## src/rtl/core/stxd_pkg.sv

```systemverilog
package stxd_pkg;

   localparam logic [7:0] CODE_STX     = 8'h01;
   localparam logic [7:0] CODE_ETX     = 8'h02;
   localparam logic [7:0] CODE_ESC     = 8'h03;
   localparam logic [7:0] CODE_ESC_STX = 8'h11;
   localparam logic [7:0] CODE_ESC_ETX = 8'h12;
   localparam logic [7:0] CODE_ESC_ESC = 8'h13;

   localparam logic [15:0] CAPACITY_RESET = 16'd4096;

   // deframer state carried from one transaction to the next
   typedef struct packed {
      logic        frame_open;
      logic        escape_pending;
      logic [15:0] payload_count;
   } state_type;

   // one result transaction
   typedef struct packed {
      logic        out_valid;
      logic [7:0]  out_byte;
      logic [15:0] out_index;
      logic        frame_end;
      logic        frame_ok;
      logic [15:0] frame_length;
      logic        frame_abort;
      logic        in_frame;
   } result_type;

endpackage

```

## src/rtl/core/stxd_req_if.sv

```systemverilog
interface stxd_req_if;
   logic       valid;
   logic       ready;
   logic [7:0] in_byte;

   modport source (output valid, output in_byte, input ready);
   modport sink (input valid, input in_byte, output ready);
endinterface

```

## src/rtl/core/stxd_rsp_if.sv

```systemverilog
interface stxd_rsp_if;
   logic        valid;
   logic        ready;
   logic        out_valid;
   logic [7:0]  out_byte;
   logic [15:0] out_index;
   logic        frame_end;
   logic        frame_ok;
   logic [15:0] frame_length;
   logic        frame_abort;
   logic        in_frame;

   modport source (output valid, output out_valid, output out_byte, output out_index,
                   output frame_end, output frame_ok, output frame_length,
                   output frame_abort, output in_frame, input ready);
   modport sink (input valid, input out_valid, input out_byte, input out_index,
                 input frame_end, input frame_ok, input frame_length,
                 input frame_abort, input in_frame, output ready);
endinterface

```

## src/rtl/core/stxd_decode.sv

```systemverilog
module stxd_decode
   import stxd_pkg::*;
(
   input  logic [7:0]  in_byte,
   input  logic [15:0] capacity,
   input  state_type   cur_state,
   output state_type   next_state,
   output result_type  result
);

   logic       do_emit;
   logic [7:0] emit_byte;
   logic       bad_escape;

   // classify the byte against the current state
   always_comb begin
      next_state = cur_state;
      do_emit    = 1'b0;
      emit_byte  = in_byte;
      bad_escape = 1'b0;
      result     = '0;
      if (in_byte == CODE_STX) begin
         next_state.frame_open     = 1'b1;
         next_state.escape_pending = 1'b0;
         next_state.payload_count  = '0;
      end else if (cur_state.frame_open) begin
         if (in_byte == CODE_ETX) begin
            result.frame_end          = 1'b1;
            result.frame_ok           = ~cur_state.escape_pending;
            result.frame_length       = cur_state.payload_count;
            next_state.frame_open     = 1'b0;
            next_state.escape_pending = 1'b0;
         end else if (cur_state.escape_pending) begin
            next_state.escape_pending = 1'b0;
            case (in_byte)
               CODE_ESC_STX: begin
                  do_emit   = 1'b1;
                  emit_byte = CODE_STX;
               end
               CODE_ESC_ETX: begin
                  do_emit   = 1'b1;
                  emit_byte = CODE_ETX;
               end
               CODE_ESC_ESC: begin
                  do_emit   = 1'b1;
                  emit_byte = CODE_ESC;
               end
               default: bad_escape = 1'b1;
            endcase
         end else if (in_byte == CODE_ESC) begin
            next_state.escape_pending = 1'b1;
         end else begin
            do_emit = 1'b1;
         end
      end

      // overflow aborts just like a bad escape
      if (bad_escape || (do_emit && (cur_state.payload_count >= capacity))) begin
         next_state.frame_open     = 1'b0;
         next_state.escape_pending = 1'b0;
         next_state.payload_count  = '0;
         result.frame_abort        = 1'b1;
      end else if (do_emit) begin
         result.out_valid         = 1'b1;
         result.out_byte          = emit_byte;
         result.out_index         = cur_state.payload_count;
         next_state.payload_count = cur_state.payload_count + 16'd1;
      end

      result.in_frame = next_state.frame_open;
   end

endmodule

```

## src/rtl/core/stx_etx_byte_stuff_decoder_top.sv

```systemverilog
// STX/ETX deframer with ESC byte stuffing. Each req transaction carries one raw
// link byte; each produces exactly one rsp transaction describing what that byte
// did: a decoded payload byte with its index, a frame close (with good/bad status
// and length), an abort (overflow past the capacity register or an invalid
// escape code), and whether a frame is open afterwards. Bytes outside a frame
// give an all-zero result apart from in_frame. Throughput is one transaction
// per clock while the response side accepts; a transaction passes through an
// input register followed by a result register. The frame state (open, escape
// pending, payload count) is updated once per transaction as it leaves the
// input register, which sets that one-per-clock rate. The capacity register
// resets to 4096 and should be written only while no transaction is in flight.
module stx_etx_byte_stuff_decoder_top
   import stxd_pkg::*;
(
   input  logic        clock,
   input  logic        reset,
   input  logic        csr_wr_en,
   input  logic [15:0] csr_wr_data,
   stxd_req_if.sink    req_chan,
   stxd_rsp_if.source  rsp_chan
);

   // capacity register
   logic [15:0] capacity_ff;

   always_ff @(posedge clock) begin
      if (reset) begin
         capacity_ff <= CAPACITY_RESET;
      end else if (csr_wr_en) begin
         capacity_ff <= csr_wr_data;
      end
   end

   // input stage
   logic       in_valid_ff;
   logic [7:0] in_byte_ff;
   logic       out_free;    // result register can take a new transaction
   logic       advance;     // input stage moves into result stage

   assign out_free       = ~rsp_chan.valid | rsp_chan.ready;
   assign advance        = in_valid_ff & out_free;
   assign req_chan.ready = ~in_valid_ff | advance;

   always_ff @(posedge clock) begin
      if (reset) begin
         in_valid_ff <= 1'b0;
      end else if (req_chan.ready) begin
         in_valid_ff <= req_chan.valid;
      end
   end

   always_ff @(posedge clock) begin
      if (req_chan.valid && req_chan.ready) begin
         in_byte_ff <= req_chan.in_byte;
      end
   end

   // frame state, committed when a transaction leaves the input stage
   state_type  state_ff;
   state_type  state_in;
   result_type result_in;

   stxd_decode u_decode (
      .in_byte    (in_byte_ff),
      .capacity   (capacity_ff),
      .cur_state  (state_ff),
      .next_state (state_in),
      .result     (result_in)
   );

   always_ff @(posedge clock) begin
      if (reset) begin
         state_ff <= '0;
      end else if (advance) begin
         state_ff <= state_in;
      end
   end

   // result stage
   logic       rsp_valid_ff;
   result_type result_ff;

   always_ff @(posedge clock) begin
      if (reset) begin
         rsp_valid_ff <= 1'b0;
      end else if (out_free) begin
         rsp_valid_ff <= in_valid_ff;
      end
   end

   always_ff @(posedge clock) begin
      if (advance) begin
         result_ff <= result_in;
      end
   end

   assign rsp_chan.valid        = rsp_valid_ff;
   assign rsp_chan.out_valid    = result_ff.out_valid;
   assign rsp_chan.out_byte     = result_ff.out_byte;
   assign rsp_chan.out_index    = result_ff.out_index;
   assign rsp_chan.frame_end    = result_ff.frame_end;
   assign rsp_chan.frame_ok     = result_ff.frame_ok;
   assign rsp_chan.frame_length = result_ff.frame_length;
   assign rsp_chan.frame_abort  = result_ff.frame_abort;
   assign rsp_chan.in_frame     = result_ff.in_frame;

   // an escape can only be pending inside an open frame
   a_esc_in_frame: assert property (@(posedge clock) disable iff (reset)
      state_ff.escape_pending |-> state_ff.frame_open)
      else $error("escape pending with no open frame");

   // an abort always leaves the frame closed
   a_abort_closes: assert property (@(posedge clock) disable iff (reset)
      (rsp_chan.valid && rsp_chan.frame_abort) |-> !rsp_chan.in_frame)
      else $error("abort reported with frame still open");

   // a byte, a close and an abort are mutually exclusive
   a_one_event: assert property (@(posedge clock) disable iff (reset)
      rsp_chan.valid |->
         $onehot0({rsp_chan.out_valid, rsp_chan.frame_end, rsp_chan.frame_abort}))
      else $error("more than one event in one transaction");

   // frame_ok only accompanies frame_end, and a close leaves no frame open
   a_end_flags: assert property (@(posedge clock) disable iff (reset)
      (rsp_chan.valid && (rsp_chan.frame_ok || rsp_chan.frame_end)) |->
         (rsp_chan.frame_end && !rsp_chan.in_frame))
      else $error("inconsistent frame end flags");

endmodule
```

## src/flat_wrapper.sv

```systemverilog
// flat-port wrapper written by rule: the top's interface ports become plain ports
module stx_etx_byte_stuff_decoder_top_flat import stxd_pkg::*;
  (clock, reset, csr_wr_en, csr_wr_data, req_chan_valid, req_chan_in_byte, req_chan_ready, rsp_chan_valid, rsp_chan_out_valid, rsp_chan_out_byte, rsp_chan_out_index, rsp_chan_frame_end, rsp_chan_frame_ok, rsp_chan_frame_length, rsp_chan_frame_abort, rsp_chan_in_frame, rsp_chan_ready);
  stxd_req_if req_chan_i ();
  stxd_rsp_if rsp_chan_i ();
  input  logic clock;
  input  logic reset;
  input  logic csr_wr_en;
  input  logic [15:0] csr_wr_data;
  input wire logic [$bits(req_chan_i.valid)-1:0] req_chan_valid;
  input wire logic [$bits(req_chan_i.in_byte)-1:0] req_chan_in_byte;
  output wire logic [$bits(req_chan_i.ready)-1:0] req_chan_ready;
  output wire logic [$bits(rsp_chan_i.valid)-1:0] rsp_chan_valid;
  output wire logic [$bits(rsp_chan_i.out_valid)-1:0] rsp_chan_out_valid;
  output wire logic [$bits(rsp_chan_i.out_byte)-1:0] rsp_chan_out_byte;
  output wire logic [$bits(rsp_chan_i.out_index)-1:0] rsp_chan_out_index;
  output wire logic [$bits(rsp_chan_i.frame_end)-1:0] rsp_chan_frame_end;
  output wire logic [$bits(rsp_chan_i.frame_ok)-1:0] rsp_chan_frame_ok;
  output wire logic [$bits(rsp_chan_i.frame_length)-1:0] rsp_chan_frame_length;
  output wire logic [$bits(rsp_chan_i.frame_abort)-1:0] rsp_chan_frame_abort;
  output wire logic [$bits(rsp_chan_i.in_frame)-1:0] rsp_chan_in_frame;
  input wire logic [$bits(rsp_chan_i.ready)-1:0] rsp_chan_ready;
  assign req_chan_i.valid = req_chan_valid;
  assign req_chan_i.in_byte = req_chan_in_byte;
  assign req_chan_ready = req_chan_i.ready;
  assign rsp_chan_valid = rsp_chan_i.valid;
  assign rsp_chan_out_valid = rsp_chan_i.out_valid;
  assign rsp_chan_out_byte = rsp_chan_i.out_byte;
  assign rsp_chan_out_index = rsp_chan_i.out_index;
  assign rsp_chan_frame_end = rsp_chan_i.frame_end;
  assign rsp_chan_frame_ok = rsp_chan_i.frame_ok;
  assign rsp_chan_frame_length = rsp_chan_i.frame_length;
  assign rsp_chan_frame_abort = rsp_chan_i.frame_abort;
  assign rsp_chan_in_frame = rsp_chan_i.in_frame;
  assign rsp_chan_i.ready = rsp_chan_ready;
  stx_etx_byte_stuff_decoder_top u_core (.clock(clock), .reset(reset), .csr_wr_en(csr_wr_en), .csr_wr_data(csr_wr_data), .req_chan(req_chan_i), .rsp_chan(rsp_chan_i));
endmodule
```

## config.mk

```make
export PLATFORM = sky130hd
export DESIGN_NAME = stx_etx_byte_stuff_decoder_top_flat
export DESIGN_NICKNAME = d
export VERILOG_FILES = /design/src/rtl/core/stxd_pkg.sv /design/src/rtl/core/stxd_req_if.sv /design/src/rtl/core/stxd_rsp_if.sv /design/src/rtl/core/stxd_decode.sv /design/src/rtl/core/stx_etx_byte_stuff_decoder_top.sv /design/src/flat_wrapper.sv
export SDC_FILE = /design/constraint.sdc
export NUM_CORES = 1
export LEC_CHECK = 0
export BUFFER_PORTS_ARGS = -buffer_cell sky130_fd_sc_hd__buf_2
export CAP_MARGIN = 10
export CORE_ASPECT_RATIO = 1.4
export CORE_MARGIN = 2
export CORE_UTILIZATION = 45
export CTS_CLUSTER_SIZE = 25
export DETAILED_ROUTE_END_ITERATION = 12
export GPL_TIMING_DRIVEN = 0
export PLACE_DENSITY = 0.67
export SYNTH_ARGS = -nofsm -noshare
export SYNTH_HDL_FRONTEND = slang
export SYNTH_SLANG_ARGS = --single-unit
```

## constraint.sdc

```tcl
create_clock -name clock -period 4.3 [get_ports clock]
set_input_delay 0.43 -clock clock [delete_from_list [all_inputs] [get_ports clock]]
set_output_delay 0.43 -clock clock [all_outputs]
set_load 0.02 [all_outputs]
```

# Word-level counts from Yosys, hierarchy flattened
# Cells that the tools add are included.
[word_totals]
ff_bits = 89
latchBits = 0
ramBits = 0
romBits = 0
in_bits = 29
out_inout_bits = 47
word_cells = 72
mem_count = 0
[op_classes]
add_sub_neg = 1
multipliers = 0
div_mod_pow = 0
n_lt_le_gt_ge = 1
eq_ne = 6
shifts = 0
n_mux = 29
bitwise_logic = 9
n_reduce_logical = 11
[ops]
columns = ["operator", "count"]
rows = [
  ["two-way mux 16 bit", 3],
  ["two-way mux 8 bit", 4],
  ["two-way mux 25 bit", 1],
  ["== test 8 x 5 -> 1 bit (second input constant)", 3],
  ["case mux 8 bit (3 select lines)", 1],
  ["two-way mux 18 bit", 1],
  ["adder 16 x 1 -> 16 bit (second input constant)", 1],
  ["== test 8 x 2 -> 1 bit (second input constant)", 2],
  [">= comparator 16 bit", 1],
  ["two-way mux 1 bit", 16],
  ["== test 8 x 1 -> 1 bit (second input constant)", 1],
  ["two-way mux 2 bit", 3],
  ["NOT 1 bit", 6],
  ["nonzero test 3 bit", 2],
  ["OR reduction 3 bit", 2],
  ["AND reduction 2 bit", 2],
  ["OR reduction 2 bit", 2],
  ["logical AND 1 bit", 2],
  ["OR 1 bit", 2],
  ["bitwise AND 1 bit", 1],
  ["logical OR 1 bit", 1],
]

# Longest topological paths before layout
[logic_depth]
ltp_word = 11
ltp_mapped = 9
depth_no_buf = 8

# Cells and area by module
# Synthesis repeated with hierarchy kept, for this count alone.
[unflattened]
cells_unflattened = 398
area_unflattened_um2 = 4490.6
[by_module_without_submodules]
columns = ["mod", "instances", "cells_per_inst", "area_each_um2", "seq_area_each_um2"]
rows = [
  ["stx_etx_byte_stuff_decoder_top", 1, 193, 3054.2, 2312.2],
  ["stxd_decode", 1, 205, 1436.4, 0.0],
]

# Least setup slack after synthesis
# OpenSTA, ideal clock, no wires.
[synth_timing]
path_type = "in2reg"
start = "in rsp_chan_ready"
end = "reg u_core.state_ff[10] (netlist bit)"
setup_time_ps = 95
t_arrival_ps = 2675
t_required_ps = 4205
path_slack_ps = 1530
path_stages = 7
n_path_buf = 0
path_cell_list = "nand2b_1 nand2_1 inv_1 a32o_4 nand4_4 or3_1 a221oi_1"
[synth_between]
elab_chain_cells = 3
[synth_lines]
columns = ["item", "line_no", "rtl"]
rows = [
  ["start: declaration", "flat_wrapper.sv:22", "input wire logic [$bits(rsp_chan_i.ready)-1:0] rsp_chan_ready;"],
  ["OR 1 bit", "stx_etx_byte_stuff_decoder_top.sv:40", "assign out_free = ~rsp_chan.valid | rsp_chan.ready;"],
  ["bitwise AND 1 bit", "stx_etx_byte_stuff_decoder_top.sv:41", "assign advance = in_valid_ff & out_free;"],
  ["net u_core.advance", "stx_etx_byte_stuff_decoder_top.sv:38", "logic advance;"],
  ["AND reduction 2 bit (no line)", "-", ""],
  ["end signal: assignment", "stx_etx_byte_stuff_decoder_top.sv:75", "state_ff <= state_in;"],
  ["end: declaration", "stx_etx_byte_stuff_decoder_top.sv:59", "state_type state_ff;"],
]
# The timed path passes the listed nets, and every way through them passes these cells.
# A chain may end at the register's enable or synchronous reset.

==> results.md <==
* Outcome: complete, no violations
* Clk_lat worst skew at approximately 0.34 ns
* Largest net degree at the start of global routing at 49
* Maximum vdd drop at around 0.00027 V
* Post-cts resize count at 0
* Mapped cell area at 4010 um2
* DIE AREA at roughly 9700 um2
* H-tree lvl count at 3
* Synth Area in XOR/XNOR at 0.0109
* Reg clk slew, reported paths at around 0.06 ns
* Antenna violations before repair at 0
* Largest family of logic cells by synthesized area: simple AND/OR/NAND/NOR gates
* RSZ-0062 raised after global routing: false
* Reg2reg path depth at 8
* Layout cells sized above 1 at 0.237
* Ys flop type: edfxtp_1
* Hold path cells at 1
* Mapped Cells at 354
* Syn_nets at 400
* IO Count at 76
* First drt pass iteration count at 4
* Clk pwr share at 0.420
* Die W at 83.8 um
* Slew @ Worst Pin at 0.938 ns
* Crit path launch type: register
* Critical Path AT at around 2.7 ns
* PwrDens at 384 nW/um2
* Switching share of power at 0.224
* Vias in the first global route at between 2000 and 3000
* Number of synthesized register bits at 89
* Max incr delay on CP at 0.45 ns
* Post-layout min period at 2.61 ns
* Storage cell area at 2310 um2
* Combinational power share at 0.065
* Hold Crit Class: in -> reg
* R2R Setup Slk at 1.69 ns
* Critical Path Fanout Max at 10
* Crit-path leading delay family: compound AO/OA/AOI/OAI gates
* # Post-CTS Setup Buffers at 0
* FF-to-FF Start: u_core.state_ff[2]
* Cell variety after synth at approximately 50
* Skew final at 0.00705 ns
* Worst path slowest cell: dfxtp_1
* Final Hold Violating Endpoints at 0
* Rows at 40
* Clock tree sinks at 89
* CTS max path bufs at 2
* Final HPWL DP at approximately 6000 um
* Antenna-violating nets left at 0
* Top post-synthesis cells by area: edfxtp_1 (40%), dfxtp_1 (18%), ha_1 (5.3%)
* I/O Buffers at 73
* Fmax at 383 MHz
* Core area at 8610 um2
* GP Congestion at roughly 0.79
* Critical path class: reg -> reg
* Tcrit/Tclk final at 0.607
* Slew margin rel. at 0.373
* First-pass GRT wire length at 12900 um
* Int Pwr at about 1400 uW
* Synthesis Warnings at 0
* Worst EP required at 4.39 ns
* Layout area overhead at 19.8%
* Post-synthesis compound-gate area fraction at 0.0911
* Area occupied by multi-input gates at 1540 um2
* Pins over their slew limit at 0
* Routed vias/inst at 5.22
* Post-synthesis adder-cell area fraction at 0.0530
* Hold EP: u_core.in_byte_ff[2]
* Hold path startpoint: req_chan_in_byte[2]
* Post-synth top area cell: edfxtp_1
* Async S/R FF share, synth at 0
* Pleak at between 0.0015 and 0.002 uW
* Hold Buf Count CTS at 0
* CTS tree: built
* Initial core utilization at 0.466
* Number of remaining DRC errors at 0
* CP Depth at 8
* Avg Synthesized Cell Area at 11.3 um2
* Root buf cell: clkbuf_16
* DRT iter0 DRCs at 165
* Cts bufs inserted at 9
* Die H at roughly 120 um
* Grt ovf at 0
* Cell mode on critical path: buf_2
* Crit. End Element: register
* Sequential fraction of the synthesis area at 0.576
* Multiplexer share of the synthesized area at 0.0374
* Vias at roughly 2900
* Gr usage total at 0.171
* # Max-Cap Violations at 0
* CP Buf/Inv Count at 2
* Setup TNS Final at 0 ns
* WL/cell at around 14 um
* Crit path cell chain: ha_1 > a211o_1 > a31oi_1 > o221ai_1 > a211oi_2 > buf_2 > buf_2 > a21oi_1
* Number of synthesized flops with an enable pin at between 50 and 60
* Simple-gate area share of the yosys netlist at 0.192
* Fillcell total at roughly 760
* Drt total wl at 7870 um
* Final Setup Violations at 0
* WHS at 0.266 ns
* Reg-to-Reg End: u_core.rsp_chan.frame_abort
* Ant. Diodes at 0
* Layout Nets at 484
* Flop pwr share at 0.516
* Post-synth top area share at 0.397
* NetSw at roughly 410 uW
## cells in the mapped netlist, types with 2 or more instances
cell	number
nand2b_1	2
nand3_1	6
nor4_1	2
xor2_1	3
mux2i_1	15
nand2_1	23
and3_1	25
a211oi_1	5
nor3_1	4
buf_2	7
dfxtp_1	36
edfxtp_1	53
o21ai_0	5
o211ai_1	7
or3_1	4
nor3b_1	4
clkbuf_1	11
nand4_1	6
o22ai_1	2
and2_1	21
inv_1	22
a21oi_1	15
ha_1	17
nor2_1	26
nor2b_1	6
xnor2_1	2
a221oi_1	3
## cell usage in the layout, fill, tap and decap left out, types with 15 or more instances in the layout
cell	instances
and2_1	21
and3_1	25
ha_1	17
buf_2	80
nand2_1	23
dfxtp_1	36
inv_1	21
mux2i_1	15
nor2_1	26
edfxtp_1	53
a21oi_1	15
## area by class of cell
| cell class | count | area share |
|---|---|---|
| flip-flops and latches | 89 | 0.481 |
| multi-input cells | 225 | 0.321 |
| repair buffers | 73 | 0.0760 |
| clock buffers | 10 | 0.0476 |
| well taps | 105 | 0.0273 |
| inverters | 22 | 0.0172 |
| plain buffers | 18 | 0.0159 |
| clock inverters | 6 | 0.0143 |
## cells by family (layout without fill, tap and decap cells)
logic type | count (synthesis) | after routing
AO/OA/AOI/OAI | 51 | 51
multiplexers | 15 | 15
flip-flops | 89 | 89
buffers and inverters | 40 | 129
adder cells (fa/ha/maj) | 17 | 17
XOR/XNOR | 5 | 5
AND/OR/NAND/NOR | 137 | 137
## how the worst max path moves through the flow
stage	slack, ns	to	startpoint
after floorplan	1.53	u_core.state_ff[10]	rsp_chan_ready
after global placement	1.0	u_core.state_ff[10]	rsp_chan_ready
after detailed placement	1.53	u_core.state_ff[10]	rsp_chan_ready
after CTS	1.66	u_core.rsp_chan.frame_abort	u_core.state_ff[2]
after global routing	1.56	u_core.rsp_chan.frame_abort	u_core.state_ff[2]
final	1.69	u_core.rsp_chan.frame_abort	u_core.state_ff[2]
## registers in the layout (all words and copies together), names as in the netlist, 8 cells and up
name and flops:
u_core.rsp_chan.out_index 16, u_core.in_byte_ff 8, u_core.state_ff 18, u_core.capacity_ff 16, u_core.rsp_chan.frame_length 16, u_core.rsp_chan.out_byte 8
## through the flow
step / setup WS (ns) / instance area, um2 / std cells / power (uW) / util
after detailed placement: 1.53 / 4510 / 532 / 1090 / 0.524
after CTS: 1.66 / 4810 / 548 / 1860 / 0.558
after global routing: 1.56 / 4810 / 548 / 1910 / 0.558
after floorplan: 1.53 / 4010 / 354 / 1040 / -
after global placement: 0.996 / 4510 / 532 / 1090 / 0.524
final: 1.69 / 4810 / 548 / 1840 / 0.558
## layer usage
| layer | up-vias | share of wire | routed length (um) | track usage |
|---|---|---|---|---|
| met3 | 11 | 0.053 | 415 | 0.0506 |
| met4 | 0 | 0.021 | 168 | 0.0753 |
| met1 | 1329 | 0.42 | 3300 | 0.197 |
| met2 | 67 | 0.51 | 3990 | 0.298 |
| met5 | - | 0 | 0 | 0 |
| li1 | 1453 | - | - | - |
## power by group through the flow
stage               combinational, uW  sequential, uW  clock (uW)
finish                            119             951         774
global route                      132             955         825
CTS                               122             951         788
detailed placement                121             970           0
global placement                  118             969           0
floorplan                        50.5             994           0
No activity file was read; power rests on OpenSTA's default activity.
